$ cat src/design/mpsr_pkg.sv
// Shared types, constants and the stream id lookup for the media packet stream router.
// Depends on nothing; the top level refers to it by scoped names.
package mpsr_pkg;

    localparam int unsigned MAX_IDS      = 8;
    localparam int unsigned HEADER_BYTES = 12;
    localparam int unsigned ID_WIDTH     = 16;
    localparam int unsigned CFG_WIDTH    = 64;

    // Byte positions inside the 12-byte packet header.
    localparam logic [3:0] HDR_LEN_HI  = 4'd2;
    localparam logic [3:0] HDR_LEN_LO  = 4'd3;
    localparam logic [3:0] HDR_ID_HI   = 4'd4;
    localparam logic [3:0] HDR_ID_LO   = 4'd5;
    localparam logic [3:0] HDR_TIME_0  = 4'd6;
    localparam logic [3:0] HDR_TIME_1  = 4'd7;
    localparam logic [3:0] HDR_TIME_2  = 4'd8;
    localparam logic [3:0] HDR_TIME_3  = 4'd9;
    localparam logic [3:0] HDR_FLAGS   = 4'd11;

    // Configuration register indexes.
    localparam logic [2:0] CFG_PACKET_COUNT   = 3'd0;
    localparam logic [2:0] CFG_AUDIO_COUNT    = 3'd1;
    localparam logic [2:0] CFG_AUDIO_IDS_LOW  = 3'd2;
    localparam logic [2:0] CFG_AUDIO_IDS_HIGH = 3'd3;
    localparam logic [2:0] CFG_VIDEO_COUNT    = 3'd4;
    localparam logic [2:0] CFG_VIDEO_IDS_LOW  = 3'd5;
    localparam logic [2:0] CFG_VIDEO_IDS_HIGH = 3'd6;

    // Result event codes.
    localparam logic [2:0] EV_PAYLOAD    = 3'd0;
    localparam logic [2:0] EV_EMPTY      = 3'd1;
    localparam logic [2:0] EV_BAD_LENGTH = 3'd2;
    localparam logic [2:0] EV_UNKNOWN    = 3'd3;
    localparam logic [2:0] EV_END        = 3'd4;

    localparam logic CLASS_AUDIO = 1'b0;
    localparam logic CLASS_VIDEO = 1'b1;

    typedef enum logic [1:0] {
        PH_HEADER = 2'b01,
        PH_BODY   = 2'b10
    } phase_t;

    typedef struct packed {
        logic [2:0]  event_res;
        logic        stream_class;
        logic [7:0]  payload_byte;
        logic [15:0] packet_stream_id;
        logic [31:0] packet_time;
        logic        last_of_packet;
    } result_t;

    // Compares the id against all listed entries at once; entries at or above
    // the count are ignored, so counts above the list size act as a full list.
    function automatic logic id_match(
        input logic [ID_WIDTH-1:0]  id,
        input logic [3:0]           count,
        input logic [CFG_WIDTH-1:0] ids_low,
        input logic [CFG_WIDTH-1:0] ids_high
    );
        logic [2*CFG_WIDTH-1:0] ids;
        logic                   hit;
        ids = {ids_high, ids_low};
        hit = 1'b0;
        for (int i = 0; i < int'(MAX_IDS); i++) begin
            if ((5'(i) < {1'b0, count}) && (ids[i*ID_WIDTH +: ID_WIDTH] == id)) begin
                hit = 1'b1;
            end
        end
        return hit;
    endfunction

endpackage

$ cat src/design/media_packet_stream_router.sv
// Media packet stream router: one header byte or payload byte per clock while s_ready is high.
// A result is registered into the m_ channel output register, or into the skid register
// when the output is stalled. The header parse and the parallel id compares sit
// between the state registers and the result register, and a skid register keeps
// s_ready registered. Reset clears all parse state, the result and skid valid flags,
// and every configuration register to zero.
module media_packet_stream_router (
    input  logic        aclk,
    input  logic        aresetn,

    input  logic        cfg_we,
    input  logic [2:0]  cfg_index,
    input  logic [63:0] cfg_wdata,

    input  logic        s_valid,
    output logic        s_ready,
    input  logic [7:0]  s_data_byte,

    output logic        m_valid,
    input  logic        m_ready,
    output logic [2:0]  m_event_res,
    output logic        m_stream_class,
    output logic [7:0]  m_payload_byte,
    output logic [15:0] m_packet_stream_id,
    output logic [31:0] m_packet_time,
    output logic        m_last_of_packet
);

    // Configuration registers.
    logic [31:0] packet_count_reg;
    logic [3:0]  audio_count_reg;
    logic [63:0] audio_ids_low_reg;
    logic [63:0] audio_ids_high_reg;
    logic [3:0]  video_count_reg;
    logic [63:0] video_ids_low_reg;
    logic [63:0] video_ids_high_reg;

    // Parse state.
    mpsr_pkg::phase_t phase_reg, phase_next;
    logic [3:0]  hdr_idx_reg, hdr_idx_next, hdr_idx_cur;
    logic [15:0] packet_length_reg, packet_length_next, length_lo;
    logic [15:0] current_id_reg, current_id_next;
    logic [31:0] current_time_reg, current_time_next;
    logic [15:0] bytes_left_reg, bytes_left_next, payload_left;
    logic [31:0] packets_taken_reg, packets_taken_next;
    logic        route_class_reg, route_class_next;
    logic        forwarding_reg, forwarding_next;

    logic        is_audio, is_video;
    logic        res_valid;
    mpsr_pkg::result_t res;

    // Output and skid registers.
    mpsr_pkg::result_t out_reg, skid_reg;
    logic        out_valid_reg, skid_valid_reg;
    logic        in_take;

    assign s_ready = ~skid_valid_reg;
    assign in_take = s_valid & s_ready;

    always_ff @(posedge aclk) begin
        if (!aresetn) begin
            packet_count_reg   <= '0;
            audio_count_reg    <= '0;
            audio_ids_low_reg  <= '0;
            audio_ids_high_reg <= '0;
            video_count_reg    <= '0;
            video_ids_low_reg  <= '0;
            video_ids_high_reg <= '0;
        end else if (cfg_we) begin
            unique case (cfg_index)
                mpsr_pkg::CFG_PACKET_COUNT:   packet_count_reg   <= cfg_wdata[31:0];
                mpsr_pkg::CFG_AUDIO_COUNT:    audio_count_reg    <= cfg_wdata[3:0];
                mpsr_pkg::CFG_AUDIO_IDS_LOW:  audio_ids_low_reg  <= cfg_wdata;
                mpsr_pkg::CFG_AUDIO_IDS_HIGH: audio_ids_high_reg <= cfg_wdata;
                mpsr_pkg::CFG_VIDEO_COUNT:    video_count_reg    <= cfg_wdata[3:0];
                mpsr_pkg::CFG_VIDEO_IDS_LOW:  video_ids_low_reg  <= cfg_wdata;
                mpsr_pkg::CFG_VIDEO_IDS_HIGH: video_ids_high_reg <= cfg_wdata;
                default: ;
            endcase
        end
    end

    assign is_audio = mpsr_pkg::id_match(current_id_reg, audio_count_reg,
                                         audio_ids_low_reg, audio_ids_high_reg);
    assign is_video = mpsr_pkg::id_match(current_id_reg, video_count_reg,
                                         video_ids_low_reg, video_ids_high_reg);

    assign hdr_idx_cur  = (hdr_idx_reg >= 4'(mpsr_pkg::HEADER_BYTES)) ? '0 : hdr_idx_reg;
    assign length_lo    = {packet_length_reg[15:8], s_data_byte};
    assign payload_left = packet_length_reg - 16'(mpsr_pkg::HEADER_BYTES);

    always_comb begin
        phase_next         = phase_reg;
        hdr_idx_next       = hdr_idx_reg;
        packet_length_next = packet_length_reg;
        current_id_next    = current_id_reg;
        current_time_next  = current_time_reg;
        bytes_left_next    = bytes_left_reg;
        packets_taken_next = packets_taken_reg;
        route_class_next   = route_class_reg;
        forwarding_next    = forwarding_reg;
        res_valid          = 1'b0;
        res                = '0;

        if (phase_reg == mpsr_pkg::PH_BODY && bytes_left_reg != '0) begin
            bytes_left_next = bytes_left_reg - 16'd1;
            if (bytes_left_next == '0) begin
                phase_next   = mpsr_pkg::PH_HEADER;
                hdr_idx_next = '0;
            end
            if (forwarding_reg) begin
                res_valid            = 1'b1;
                res.event_res        = mpsr_pkg::EV_PAYLOAD;
                res.stream_class     = route_class_reg;
                res.payload_byte     = s_data_byte;
                res.packet_stream_id = current_id_reg;
                res.packet_time      = current_time_reg;
                res.last_of_packet   = (bytes_left_next == '0);
            end
        end else begin
            phase_next   = mpsr_pkg::PH_HEADER;
            hdr_idx_next = hdr_idx_cur;
            if (hdr_idx_cur == '0 && packets_taken_reg >= packet_count_reg) begin
                // End reached: the byte is swallowed and the parse stays put.
                res_valid     = 1'b1;
                res.event_res = mpsr_pkg::EV_END;
            end else begin
                hdr_idx_next = hdr_idx_cur + 4'd1;
                unique case (hdr_idx_cur)
                    mpsr_pkg::HDR_LEN_HI: begin
                        packet_length_next = {s_data_byte, 8'h00};
                    end
                    mpsr_pkg::HDR_LEN_LO: begin
                        packet_length_next = length_lo;
                        if (length_lo < 16'(mpsr_pkg::HEADER_BYTES)) begin
                            // Short length: drop that many bytes, packet not counted.
                            bytes_left_next = length_lo;
                            forwarding_next = 1'b0;
                            hdr_idx_next    = '0;
                            if (length_lo != '0) begin
                                phase_next = mpsr_pkg::PH_BODY;
                            end
                            res_valid     = 1'b1;
                            res.event_res = mpsr_pkg::EV_BAD_LENGTH;
                        end
                    end
                    mpsr_pkg::HDR_ID_HI, mpsr_pkg::HDR_ID_LO: begin
                        current_id_next = {current_id_reg[7:0], s_data_byte};
                    end
                    mpsr_pkg::HDR_TIME_0, mpsr_pkg::HDR_TIME_1,
                    mpsr_pkg::HDR_TIME_2, mpsr_pkg::HDR_TIME_3: begin
                        current_time_next = {current_time_reg[23:0], s_data_byte};
                    end
                    mpsr_pkg::HDR_FLAGS: begin
                        packets_taken_next   = packets_taken_reg + 32'd1;
                        bytes_left_next      = payload_left;
                        hdr_idx_next         = '0;
                        res.packet_stream_id = current_id_reg;
                        res.packet_time      = current_time_reg;
                        if (!is_audio && !is_video) begin
                            route_class_next = mpsr_pkg::CLASS_AUDIO;
                            forwarding_next  = 1'b0;
                            if (payload_left != '0) begin
                                phase_next = mpsr_pkg::PH_BODY;
                            end
                            res_valid     = 1'b1;
                            res.event_res = mpsr_pkg::EV_UNKNOWN;
                        end else begin
                            // Video wins when the id is in both lists.
                            route_class_next = is_video ? mpsr_pkg::CLASS_VIDEO
                                                        : mpsr_pkg::CLASS_AUDIO;
                            forwarding_next  = 1'b1;
                            if (payload_left == '0) begin
                                res_valid        = 1'b1;
                                res.event_res    = mpsr_pkg::EV_EMPTY;
                                res.stream_class = route_class_next;
                            end else begin
                                phase_next = mpsr_pkg::PH_BODY;
                            end
                        end
                    end
                    default: ;
                endcase
            end
        end
    end

    always_ff @(posedge aclk) begin
        if (!aresetn) begin
            phase_reg         <= mpsr_pkg::PH_HEADER;
            hdr_idx_reg       <= '0;
            packet_length_reg <= '0;
            current_id_reg    <= '0;
            current_time_reg  <= '0;
            bytes_left_reg    <= '0;
            packets_taken_reg <= '0;
            route_class_reg   <= 1'b0;
            forwarding_reg    <= 1'b0;
        end else if (in_take) begin
            phase_reg         <= phase_next;
            hdr_idx_reg       <= hdr_idx_next;
            packet_length_reg <= packet_length_next;
            current_id_reg    <= current_id_next;
            current_time_reg  <= current_time_next;
            bytes_left_reg    <= bytes_left_next;
            packets_taken_reg <= packets_taken_next;
            route_class_reg   <= route_class_next;
            forwarding_reg    <= forwarding_next;
        end
    end

    // The skid register catches a result when the output register is stalled,
    // so s_ready depends only on a flop.
    always_ff @(posedge aclk) begin
        if (!aresetn) begin
            out_valid_reg  <= 1'b0;
            skid_valid_reg <= 1'b0;
        end else if (skid_valid_reg) begin
            if (m_ready) begin
                out_valid_reg  <= 1'b1;
                skid_valid_reg <= 1'b0;
            end
        end else if (!out_valid_reg || m_ready) begin
            out_valid_reg <= in_take && res_valid;
        end else if (in_take && res_valid) begin
            skid_valid_reg <= 1'b1;
        end
    end

    always_ff @(posedge aclk) begin
        if (skid_valid_reg) begin
            if (m_ready) begin
                out_reg <= skid_reg;
            end
        end else if (!out_valid_reg || m_ready) begin
            out_reg <= res;
        end else if (in_take && res_valid) begin
            skid_reg <= res;
        end
    end

    assign m_valid            = out_valid_reg;
    assign m_event_res        = out_reg.event_res;
    assign m_stream_class     = out_reg.stream_class;
    assign m_payload_byte     = out_reg.payload_byte;
    assign m_packet_stream_id = out_reg.packet_stream_id;
    assign m_packet_time      = out_reg.packet_time;
    assign m_last_of_packet   = out_reg.last_of_packet;

    // A held result in the skid register always has one ahead of it.
    assert property (@(posedge aclk) disable iff (!aresetn)
        skid_valid_reg |-> out_valid_reg)
        else $error("skid register holds a transaction while the output is empty");

    // The body phase always has bytes left to consume.
    assert property (@(posedge aclk) disable iff (!aresetn)
        (phase_reg == mpsr_pkg::PH_BODY) |-> (bytes_left_reg != '0))
        else $error("body phase with no bytes left");

    // The header index never runs past the header.
    assert property (@(posedge aclk) disable iff (!aresetn)
        hdr_idx_reg < 4'(mpsr_pkg::HEADER_BYTES))
        else $error("header index out of range");

    // Packet end is flagged only on forwarded payload bytes.
    assert property (@(posedge aclk) disable iff (!aresetn)
        (out_valid_reg && out_reg.last_of_packet) |->
            (out_reg.event_res == mpsr_pkg::EV_PAYLOAD))
        else $error("last_of_packet on a non-payload transaction");

endmodule

$ cat config.mk
export PLATFORM = sky130hd
export DESIGN_NAME = media_packet_stream_router
export DESIGN_NICKNAME = d
export VERILOG_FILES = /design/src/design/mpsr_pkg.sv /design/src/design/media_packet_stream_router.sv
export SDC_FILE = /design/constraint.sdc
export NUM_CORES = 1
export LEC_CHECK = 0
export BUFFER_PORTS_ARGS = -buffer_cell sky130_fd_sc_hd__buf_2
export CORE_ASPECT_RATIO = 0.75
export CORE_MARGIN = 3
export CORE_UTILIZATION = 42
export CTS_BUF_LIST = sky130_fd_sc_hd__clkbuf_4
export CTS_CLUSTER_SIZE = 20
export DETAILED_ROUTE_END_ITERATION = 12
export GPL_ROUTABILITY_DRIVEN = 0
export PLACE_DENSITY_LB_ADDON = 0.05
export SLEW_MARGIN = 20
export SYNTH_ARGS = -nofsm -noshare
export SYNTH_HDL_FRONTEND = slang
export SYNTH_SLANG_ARGS = --single-unit
$ cat constraint.sdc
create_clock -name aclk -period 8.8 [get_ports aclk]
set_input_delay 1.32 -clock aclk [delete_from_list [all_inputs] [get_ports aclk]]
set_output_delay 1.32 -clock aclk [all_outputs]
set_load 0.03 [all_outputs]
==> flow_summary.json, run 1 <==
{
  "status": "completed",
  "synth_seq_cells": 540,
  "ctsHtreeMaxLevel": 4,
  "end_kind": "flip-flop",
  "hold_buffers": 0,
  "tightest_slew_ns": 1.15,
  "overflow": 0,
  "synth-edff-count": 122,
  "cts_buffers": 141,
  "p_per_area_mw_per_mm2": 191,
  "tritoncts": "yes",
  "num_rows": 76,
  "switchingPower_uw": 1390,
  "dr.pass1.iters": 5,
  "fin_worst_skew_ns": 0.0569,
  "async_reset_ff_share_pct": 0,
  "cts.path.max_buffers": 3,
  "grt_pass1_vias": 20300,
  "critical_path_peak_fanout": 61,
  "p_clk_share_pct": 43.5,
  "final_common_cell": "nand2_1",
  "synthDistinctLibCells": 65,
  "pre_cts_ws_ns": 4.58,
  "pwr-share-seq_pct": 48.6,
  "synthMuxAreaShare_pct": 4.33,
  "slowest_stage": "dfxtp_1",
  "internal_power_uw": 3990,
  "die_w_um": 288,
  "wl_per_cell_um": 20.4,
  "die_area_sq_mm": 0.0625,
  "grt_max_degree": 244,
  "clock_sinks": 540,
  "hp-class": "reg -> reg",
  "switching_share_pct": 25.9,
  "path_cells": "buf_4, xnor2_1, nand4_1, nor4_1, a211oi_1, a41oi_1, nor4_1, o31ai_1, nor3b_2, buf_4",
  "num-fill-cells": 5681,
  "cp.arrival_ns": 4.61,
  "ctsResizeCount": 0,
  "synthTopCellsByArea": "dfxtp_1 34%, edfxtp_1 15%, nand2_1 11%",
  "avgViaCountPerCell": 5.44,
  "synth-compound-area-share_pct": 11.0,
  "critPathKind": "reg -> reg",
  "place_area_sq_mm": 0.0263,
  "io_pins": 143,
  "core_sq_mm": 0.0581,
  "final_cell_mix": "707 x nand2_1, 417 x dfxtp_1, 337 x a21oi_1, 242 x xnor2_1, 211 x clkbuf_4",
  "vias": 20900,
  "r2r.worst_path.cells": 10,
  "dieHeight_um": 217,
  "clk_latency_ns": 0.99,
  "syn-num-nets": 2944,
  "yosys.area_share.simple_pct": 20.3,
  "final.setup.worst_slack_ns": 4.77,
  "start_kind": "flip-flop",
  "syn_to_final_growth_pct": 12.7,
  "nets": 3085,
  "ys.warnings.count": 0,
  "drc": 0,
  "yosys_most_used_dff": "dfxtp_1",
  "post-route-period-util_pct": 45.8,
  "final_cell_area_sq_mm": 0.0282,
  "postSynthAreaPerCell_sq_um": 8.86,
  "tns_ns": 0,
  "peakVddDrop_v": 0.0000990,
  "p_leak_uw": 0.0107,
  "yosys.area.top_type_share_pct": 33.5,
  "track_usage_pct": 24.9,
  "synthAdderAreaFrac_pct": 2.30,
  "post_cts_buffers": 0,
  "finalHoldViolCount": 0,
  "synth_top_family_by_area": "simple AND/OR/NAND/NOR gates",
  "p_comb_share_pct": 7.8,
  "setup_viol": 0,
  "syn_area_sq_mm": 0.0250,
  "clk_pin_slew_worst_paths_ns": 0.07,
  "maxSlewHeadroom_pct": 23.6,
  "initial_utilization_pct": 43.0,
  "yosysTopAreaCell": "dfxtp_1",
  "synthXorXnorAreaFrac_pct": 10.1,
  "grt_setup_unrepaired": "no",
  "grt_first_pass_wirelength_mm": 120,
  "crit_required_ns": 9.38,
  "drt_wl_total_mm": 78.5,
  "synthCells": 2818,
  "antenna_found_initial": 4,
  "max_freq_mhz": 248,
  "final-max-slew-violation-count": 0,
  "ant_nets": 0,
  "drtIter0Drc": 1707,
  "layout_min_cycle_time_ns": 4.03,
  "ys_seq_area_share_pct": 48.2,
  "hpwl_mm": 51.6,
  "port_buffers": 142,
  "hold_ws_ns": 0.454,
  "layout-drive-gt1-share_pct": 16.1,
  "min_path_cells": 2,
  "cp_slowest_stage_delay_ns": 0.76,
  "cts-root-buf": "clkbuf_4",
  "maxCapViolations": 0
}
-- final timing paths --
| path | slack [ns] | from | to |
|---|---|---|---|
| setup / recovery | 4.77 | current_id_reg[14] | skid_reg[48] |
| hold / removal | 0.45 | packet_count_reg[10] | packet_count_reg[10] |
| setup reg to reg | 4.77 | current_id_reg[14] | skid_reg[48] |
| hold reg to reg | 0.45 | packet_count_reg[10] | packet_count_reg[10] |
-- stage by stage --
step	power [uW]	cells	utilization, %
after floorplan	2920	2818	-
after global placement	3090	3596	45.2
after detailed placement	3090	3596	45.2
after CTS	5440	3829	48.4
after global routing	5620	3836	48.5
final	5390	3837	48.5
-- critical path, delay by kind of cell, from the launching register on --
kind / cells / cell delay [ns]
AOI/OAI and AO/OA: 3 / 0.65
DFF: 1 / 0.76
and+or+nand+nor: 4 / 1.07
buffers and inverters: 2 / 1.01
xor gates and xnor gates: 1 / 0.11
-- metal layers --
| metal | wire length, um | GRT usage, % | vias up |
|---|---|---|---|
| met2 | 33200 | 36.1 | 773 |
| met3 | 5960 | 5.32 | 130 |
| met4 | 1780 | 8.77 | 4 |
| met1 | 37500 | 36.4 | 10000 |
| met5 | 26 | 0 | - |
| li1 | - | - | 9976 |
-- kinds of logic (layout without fill, tap and decap cells) --
family | count (synthesis) | after routing
buf+inv | 229 | 460
simple gates | 1120 | 1120
other cells | 0 | 8
compound gates | 493 | 493
flops | 540 | 540
mux | 101 | 101
xor+xnor | 289 | 289
fa+ha+maj | 46 | 46
-- power groups by stage --
stage	logic, uW	registers [uW]	clock network, uW
finish	422	2620	2340
global route	455	2620	2540
CTS	419	2620	2400
detailed placement	418	2670	0
global placement	414	2670	0
floorplan	209	2710	0
-- area by class of cell --
type | instances | area, sq um | area share (%)
diodes | 8 | 20.0 | 0.0711
flip-flops and latches | 540 | 12000 | 42.7
clock buffers | 211 | 1580 | 5.63
inverters | 52 | 203 | 0.720
well taps | 780 | 976 | 3.47
multi-input cells | 2049 | 12100 | 42.9
clock inverters | 22 | 279 | 0.991
repair buffers | 175 | 973 | 3.46
-- Yosys cell counts, types with 7 or more instances --
master	n
nor4_1	37
nor3b_1	8
and3_1	14
or3_1	14
nand2b_1	10
a22o_1	8
clkbuf_1	131
nor3_1	32
buf_2	31
nand2_1	709
xor2_1	47
edfxtp_1	122
or4_1	15
nor2_1	76
ha_1	46
mux2_2	57
inv_1	51
nand4_1	74
and4_1	7
a31oi_1	10
nand3_1	46
dfxtp_1	418
mux2i_1	44
o21ai_0	50
o211ai_1	11
a21oi_1	337
o22ai_1	12
and2_1	56
o31ai_1	11
xnor2_1	242
Note: power is estimated with default switching activity, not from simulation.
==> run 2: changes to the inputs <==
ABC_AREA = 1   (was unset)
clock period = 4.2 ns   (was 8.8 ns; I/O delays follow)
==> run 2 against run 1 <==
Compared with the run above: fmax is 16% higher; combinational power grew to 3.7 times the previous value; global-route usage rose by 0.50 points; first-iteration DRC count increased by 30%; critical path type unchanged; cell count grew 18%; worst hold slack worse by 0.21 ns; count of clock-buffer cells in the layout up 20; cell area rose by 6.9%; register-to-register slack got worse by 4.0 ns; sequential share of layout area decreased by 2.8 points.
==> flow_summary.json, run 2 <==
{
  "tritoncts": "yes",
  "critical_path_peak_fanout": 61,
  "final_cell_mix": "592 x nand2_1, 510 x nor2_1, 417 x dfxtp_1, 413 x o21ai_0, 338 x inv_1",
  "maxSlewHeadroom_pct": 29.4,
  "synthXorXnorAreaFrac_pct": 6.13,
  "grt_setup_unrepaired": "no",
  "post-route-period-util_pct": 82.6,
  "layout_min_cycle_time_ns": 3.47,
  "die_area_sq_mm": 0.0649,
  "avgViaCountPerCell": 5.12,
  "clk_pin_slew_worst_paths_ns": 0.06,
  "r2r.worst_path.cells": 18,
  "final-max-slew-violation-count": 0,
  "status": "completed",
  "synthMuxAreaShare_pct": 0.0433,
  "synthAdderAreaFrac_pct": 2.21,
  "cts_buffers": 146,
  "critPathKind": "reg -> reg",
  "vias": 23300,
  "maxCapViolations": 0,
  "num_rows": 78,
  "dieHeight_um": 221,
  "tns_ns": 0,
  "initial_utilization_pct": 42.7,
  "synth_top_family_by_area": "simple AND/OR/NAND/NOR gates",
  "drt_wl_total_mm": 83.3,
  "postSynthAreaPerCell_sq_um": 7.64,
  "final.setup.worst_slack_ns": 0.731,
  "wl_per_cell_um": 18.3,
  "yosys.area_share.simple_pct": 21.6,
  "ctsResizeCount": 0,
  "cp_slowest_stage_delay_ns": 0.64,
  "synth-compound-area-share_pct": 15.3,
  "overflow": 0,
  "stdcell_count": 4541,
  "cts-root-buf": "clkbuf_4",
  "synthCells": 3400,
  "synthTopCellsByArea": "dfxtp_1 32%, edfxtp_1 14%, nand2_1 8.6%",
  "synth-edff-count": 122,
  "min_path_cells": 6,
  "nets": 3747,
  "grt_pass1_vias": 22100,
  "layout-drive-gt1-share_pct": 13.3,
  "yosys_most_used_dff": "dfxtp_1",
  "hold_buffers": 73,
  "fin_worst_skew_ns": 0.0623,
  "ys_seq_area_share_pct": 46.3,
  "synthDistinctLibCells": 55,
  "io_pins": 143,
  "hp-class": "in -> reg",
  "port_buffers": 142,
  "hpwl_mm": 55.5,
  "ant_nets": 0,
  "clock_sinks": 540,
  "finalHoldViolCount": 0,
  "dr.pass1.iters": 6,
  "die_w_um": 293,
  "drc": 0,
  "grt_max_degree": 141,
  "placedCellCount": 4200,
  "slowest_stage": "inv_1",
  "p_leak_uw": 0.0130,
  "yosys.area.top_type_share_pct": 32.2,
  "tightest_slew_ns": 1.06,
  "ys.warnings.count": 0,
  "end_kind": "flip-flop",
  "path_cells": "inv_1, nand2_1, nand2_1, nor2_1, nand2_1, nor2_1, nand3_1, nand3_1, nor2_1, nand4_1, nor2_1, nand3_1, nand3_1, nand2_1, nand2_1, nand3_1, inv_2, buf_12",
  "core_sq_mm": 0.0608,
  "setup_viol": 0,
  "yosys.cell_count.top_type": "nand2_1",
  "grt_first_pass_wirelength_mm": 128,
  "cp.arrival_ns": 4.10,
  "track_usage_pct": 25.4,
  "hold_ws_ns": 0.240,
  "synth_seq_cells": 540,
  "post_cts_buffers": 0,
  "max_freq_mhz": 288,
  "syn-num-nets": 3526,
  "antenna_found_initial": 3,
  "syn_area_sq_mm": 0.0260,
  "yosysTopAreaCell": "dfxtp_1",
  "syn_to_final_growth_pct": 15.8,
  "yosys-top-cells-count": "592 x nand2_1, 513 x nor2_1, 418 x dfxtp_1",
  "drtIter0Drc": 2214,
  "peakVddDrop_v": 0.000203,
  "final_common_cell": "nand2_1",
  "async_reset_ff_share_pct": 0,
  "start_kind": "flip-flop",
  "clk_latency_ns": 1.01,
  "cts.path.max_buffers": 3,
  "pre_cts_ws_ns": 0.737,
  "p_per_area_mw_per_mm2": 411,
  "crit_required_ns": 4.83,
  "ctsHtreeMaxLevel": 4
}
## run 2: cell count changes after synthesis, moves of 25 or more
cell	previous run	this run
inv_1	51	341
o21ai_0	50	414
nand4_1	74	49
xnor2_1	242	100
nor2_1	76	513
nand2_1	709	592
a21oi_1	337	296
mux2i_1	44	0
and2_1	56	2
xor2_1	47	82
mux2_2	57	1
## run 2: cells by family (layout without fill, tap and decap cells)
family                     Yosys count  in the layout
AOI/OAI and AO/OA                  766            766
xor gates and xnor gates           182            182
adders and majority gates           46             46
buffers and inverters              538            874
DFF                                540            540
muxes                                1              1
other                                0              5
and+or+nand+nor                   1327           1327
## run 2: routing by layer
metal	vias to the layer above	share of wire, %	global-route usage [%]
met5	-	0	0
met4	0	2.2	8.78
met3	138	7.8	6.23
met2	726	41	35.8
met1	10800	49	37.6
li1	11600	-	-
## run 2: cell type report
type                       instances  area (sq um)
fill                            6035         30700
sequential                       540         12000
multi-input combinational       2322         11800
timing repair buffer             255          1840
clock buffer                     231          1730
inverter                         356          1340
tap                              800          1000
clock inverter                    32           324
antenna                            5          12.5
## run 2: stage by stage
stage                     util, %  cell area, sq um  total power (uW)
after floorplan                 -             26000              6610
after global placement       44.9             27300              7170
after detailed placement     44.9             27300              7170
after CTS                    49.5             30100             12500
after global routing         49.5             30100             12900
final                        49.5             30100             12400
## run 2: worst paths after layout
path / startpoint / endpoint / slack (ns)
worst max-delay path: current_id_reg[3] / skid_reg[25] / 0.73
worst min register to register: current_time_reg[26] / current_time_reg[26] / 0.46
worst max register to register: current_id_reg[3] / skid_reg[25] / 0.73
worst min-delay path: cfg_index[1] / audio_count_reg[0] / 0.24
## run 2: power breakdown
group | total, uW | switching [uW] | internal (uW)
Sequential | 5560 | 103 | 5450
Combinational | 1570 | 1070 | 501
Clock | 5230 | 2310 | 2920
Total | 12400 | 3480 | 8880
## run 2: critical path: cells and delay by family, from the launching register on
| family | cells | cell delay [ns] |
|---|---|---|
| buf+inv | 3 | 1.03 |
| flops | 1 | 0.48 |
| simple gates | 15 | 1.55 |
==> run 3: changes to the inputs <==
ABC_AREA = 0   (was 1)
clock period = 3.45 ns   (was 4.2 ns; I/O delays follow)
==> run 3 against run 2 <==
Compared with the run above: critical path depth fell by 7; clock skew down 0.027 ns; register-to-register slack worse by 0.53 ns; count of clock-buffer cells in the layout down 16; via count down 8.4%; sequential power grew 20%; die area shrank 3.8%; non-clock buffer count up 42; cell area shrank 2.1%; combinational power fell by 24%; critical path type unchanged; critical endpoint is now packet_length_reg[10].
==> flow_summary.json, run 3 (synthesized netlist as in run 1, its figures left out) <==
{
  "num_rows": 76,
  "wl_met1_mm": 38.4,
  "final_cell_mix": "707 x nand2_1, 416 x dfxtp_1, 337 x a21oi_1, 242 x xnor2_1, 215 x clkbuf_4",
  "fin_util_pct": 50.7,
  "critPathKind": "reg -> reg",
  "wl_met3_mm": 5.95,
  "tritoncts": "yes",
  "p_leak_uw": 0.0113,
  "drt_wl_total_mm": 79.3,
  "die_area_sq_mm": 0.0625,
  "maxCapViolations": 0,
  "stdcell_count": 3976,
  "place_area_sq_mm": 0.0269,
  "clock_sinks": 540,
  "hp-start": "aresetn",
  "cts.path.max_buffers": 3,
  "top_layer": "met4",
  "reg2reg_from": "packets_taken_reg[0]",
  "ant_nets": 0,
  "final-max-slew-violation-count": 0,
  "cts-root-buf": "clkbuf_4",
  "overflow": 0,
  "tightest_slew_ns": 0.978,
  "hp-class": "in -> reg",
  "clk_pin_slew_worst_paths_ns": 0.07,
  "crit_required_ns": 4.30,
  "core_sq_mm": 0.0581,
  "final_common_cell": "nand2_1",
  "cp_slowest_stage_delay_ns": 0.55,
  "critical_path_peak_fanout": 16,
  "num-fill-cells": 5559,
  "dieHeight_um": 217,
  "avgViaCountPerCell": 5.36,
  "dr.pass1.iters": 5,
  "post_cts_buffers": 0,
  "port_buffers": 142,
  "maxSlewHeadroom_pct": 34.8,
  "drtIter0Drc": 1771,
  "p_per_area_mw_per_mm2": 462,
  "ff2ff_setup_slack_ns": 0.20,
  "layout-drive-gt1-share_pct": 17.1,
  "r2r.worst_path.cells": 11,
  "route.met2.wl_mm": 33.3,
  "multi_input_area_sq_mm": 0.0121,
  "nets": 3210,
  "final_cell_area_sq_mm": 0.0295,
  "placedCellCount": 3642,
  "end_kind": "flip-flop",
  "clk_latency_ns": 0.91,
  "grt_max_degree": 110,
  "post-route-period-util_pct": 94.2,
  "grt_first_pass_wirelength_mm": 123,
  "die_w_um": 288,
  "vias": 21300,
  "r2r-end": "packet_length_reg[10]",
  "fin_worst_skew_ns": 0.0354,
  "wl_per_cell_um": 19.9,
  "finalHoldViolCount": 0,
  "io_pins": 143,
  "status": "completed",
  "path_cells": "inv_1, ha_1, nand2b_1, a21o_1, a211oi_1, o31ai_2, o21a_2, or4_1, buf_4, nor3b_1, a31o_1",
  "seqCellArea_sq_mm": 0.0120,
  "ctsHtreeMaxLevel": 4,
  "setup_viol": 0,
  "max_freq_mhz": 308,
  "layout_min_cycle_time_ns": 3.25,
  "cts_buffers": 144,
  "cp.arrival_ns": 4.10,
  "hpwl_mm": 52.9,
  "antenna_found_initial": 2,
  "worstHoldEndpoint": "route_class_reg",
  "drc": 0,
  "min_path_cells": 2,
  "track_usage_pct": 25.5,
  "peakVddDrop_v": 0.000257,
  "grt_setup_unrepaired": "no",
  "start_kind": "flip-flop",
  "initial_utilization_pct": 43.0,
  "grt_pass1_vias": 20800,
  "slowest_stage": "or4_1",
  "syn_to_final_growth_pct": 18.0
}
==> run 3: cell types whose count changed in the layout (fill, tap and decap cells not counted), moves of 21 or more <==
| cell | delta |
|---|---|
| and2_1 | +54 |
| xnor2_1 | +142 |
| nor2_1 | -437 |
| a21oi_1 | +41 |
| o21ai_0 | -363 |
| buf_4 | +28 |
| mux2i_1 | +44 |
| nand2_1 | +115 |
| mux2_2 | +56 |
| xor2_1 | -35 |
| nor2_4 | -21 |
| inv_1 | -288 |
| nand4_1 | +25 |
==> run 3: worst max-delay path by stage <==
| stage | slack (ns) | from | end | cells after the start |
|---|---|---|---|---|
| global placement | 0.15 | current_id_reg[9] | skid_reg[21] | 11 |
| CTS | 0.1 | current_id_reg[9] | skid_reg[44] | 11 |
| global route | 0.01 | current_id_reg[3] | skid_valid_reg | 10 |
| finish | 0.20 | packets_taken_reg[0] | packet_length_reg[10] | 11 |
| detailed placement | 0.11 | current_id_reg[9] | skid_reg[27] | 11 |
| floorplan | -0.69 | packet_count_reg[11] | skid_reg[0] | 10 |
==> run 3: final cells by class <==
type | count | area share, %
multi-input combinational | 2049 | 41.1
sequential | 540 | 40.8
timing repair buffer | 297 | 7.82
clock buffer | 215 | 5.48
tap | 780 | 3.31
clock inverter | 39 | 0.726
inverter | 52 | 0.688
antenna | 4 | 0.0340
==> run 3: power by group <==
part	internal, uW	switching [uW]
clock network	3000	2720
registers	6590	99.4
logic	399	798
total	9990	3620
==> run 3: metal layers <==
metal | up-vias | GRT usage, %
met5 | - | 0
met3 | 112 | 5.31
met2 | 767 | 36.7
met1 | 10200 | 37.6
met4 | 0 | 8.99
li1 | 10300 | -
==> run 3: through the flow <==
| stage | power, uW | setup slack (ns) | hold slack, ns | setup TNS [ns] |
|---|---|---|---|---|
| floorplan | 7460 | -0.688 | 0.432 | -66.42 |
| global placement | 7940 | 0.146 | 0.445 | 0 |
| detailed placement | 7950 | 0.106 | 0.445 | 0 |
| CTS | 13800 | 0.0975 | 0.0149 | 0 |
| global route | 14300 | 0.0105 | 0.0916 | 0 |
| finish | 13600 | 0.201 | 0.156 | 0 |
==> run 3: worst max-delay path, delay by kind of cell, from the launching register on <==
kind / cells / cell delay [ns]
compound gates: 5 / 1.34
flops: 1 / 0.37
buf+inv: 2 / 0.30
simple gates: 3 / 0.93
fa+ha+maj: 1 / 0.26
==> run 3: repair_timing <==
| item | CTS | global route |
|---|---|---|
| hold endpoints to repair | 325 | 0 |
| hold buffers | 76 | 0 |
| resized for setup | 0 | 2 |
| setup endpoints to repair | 0 | 62 |
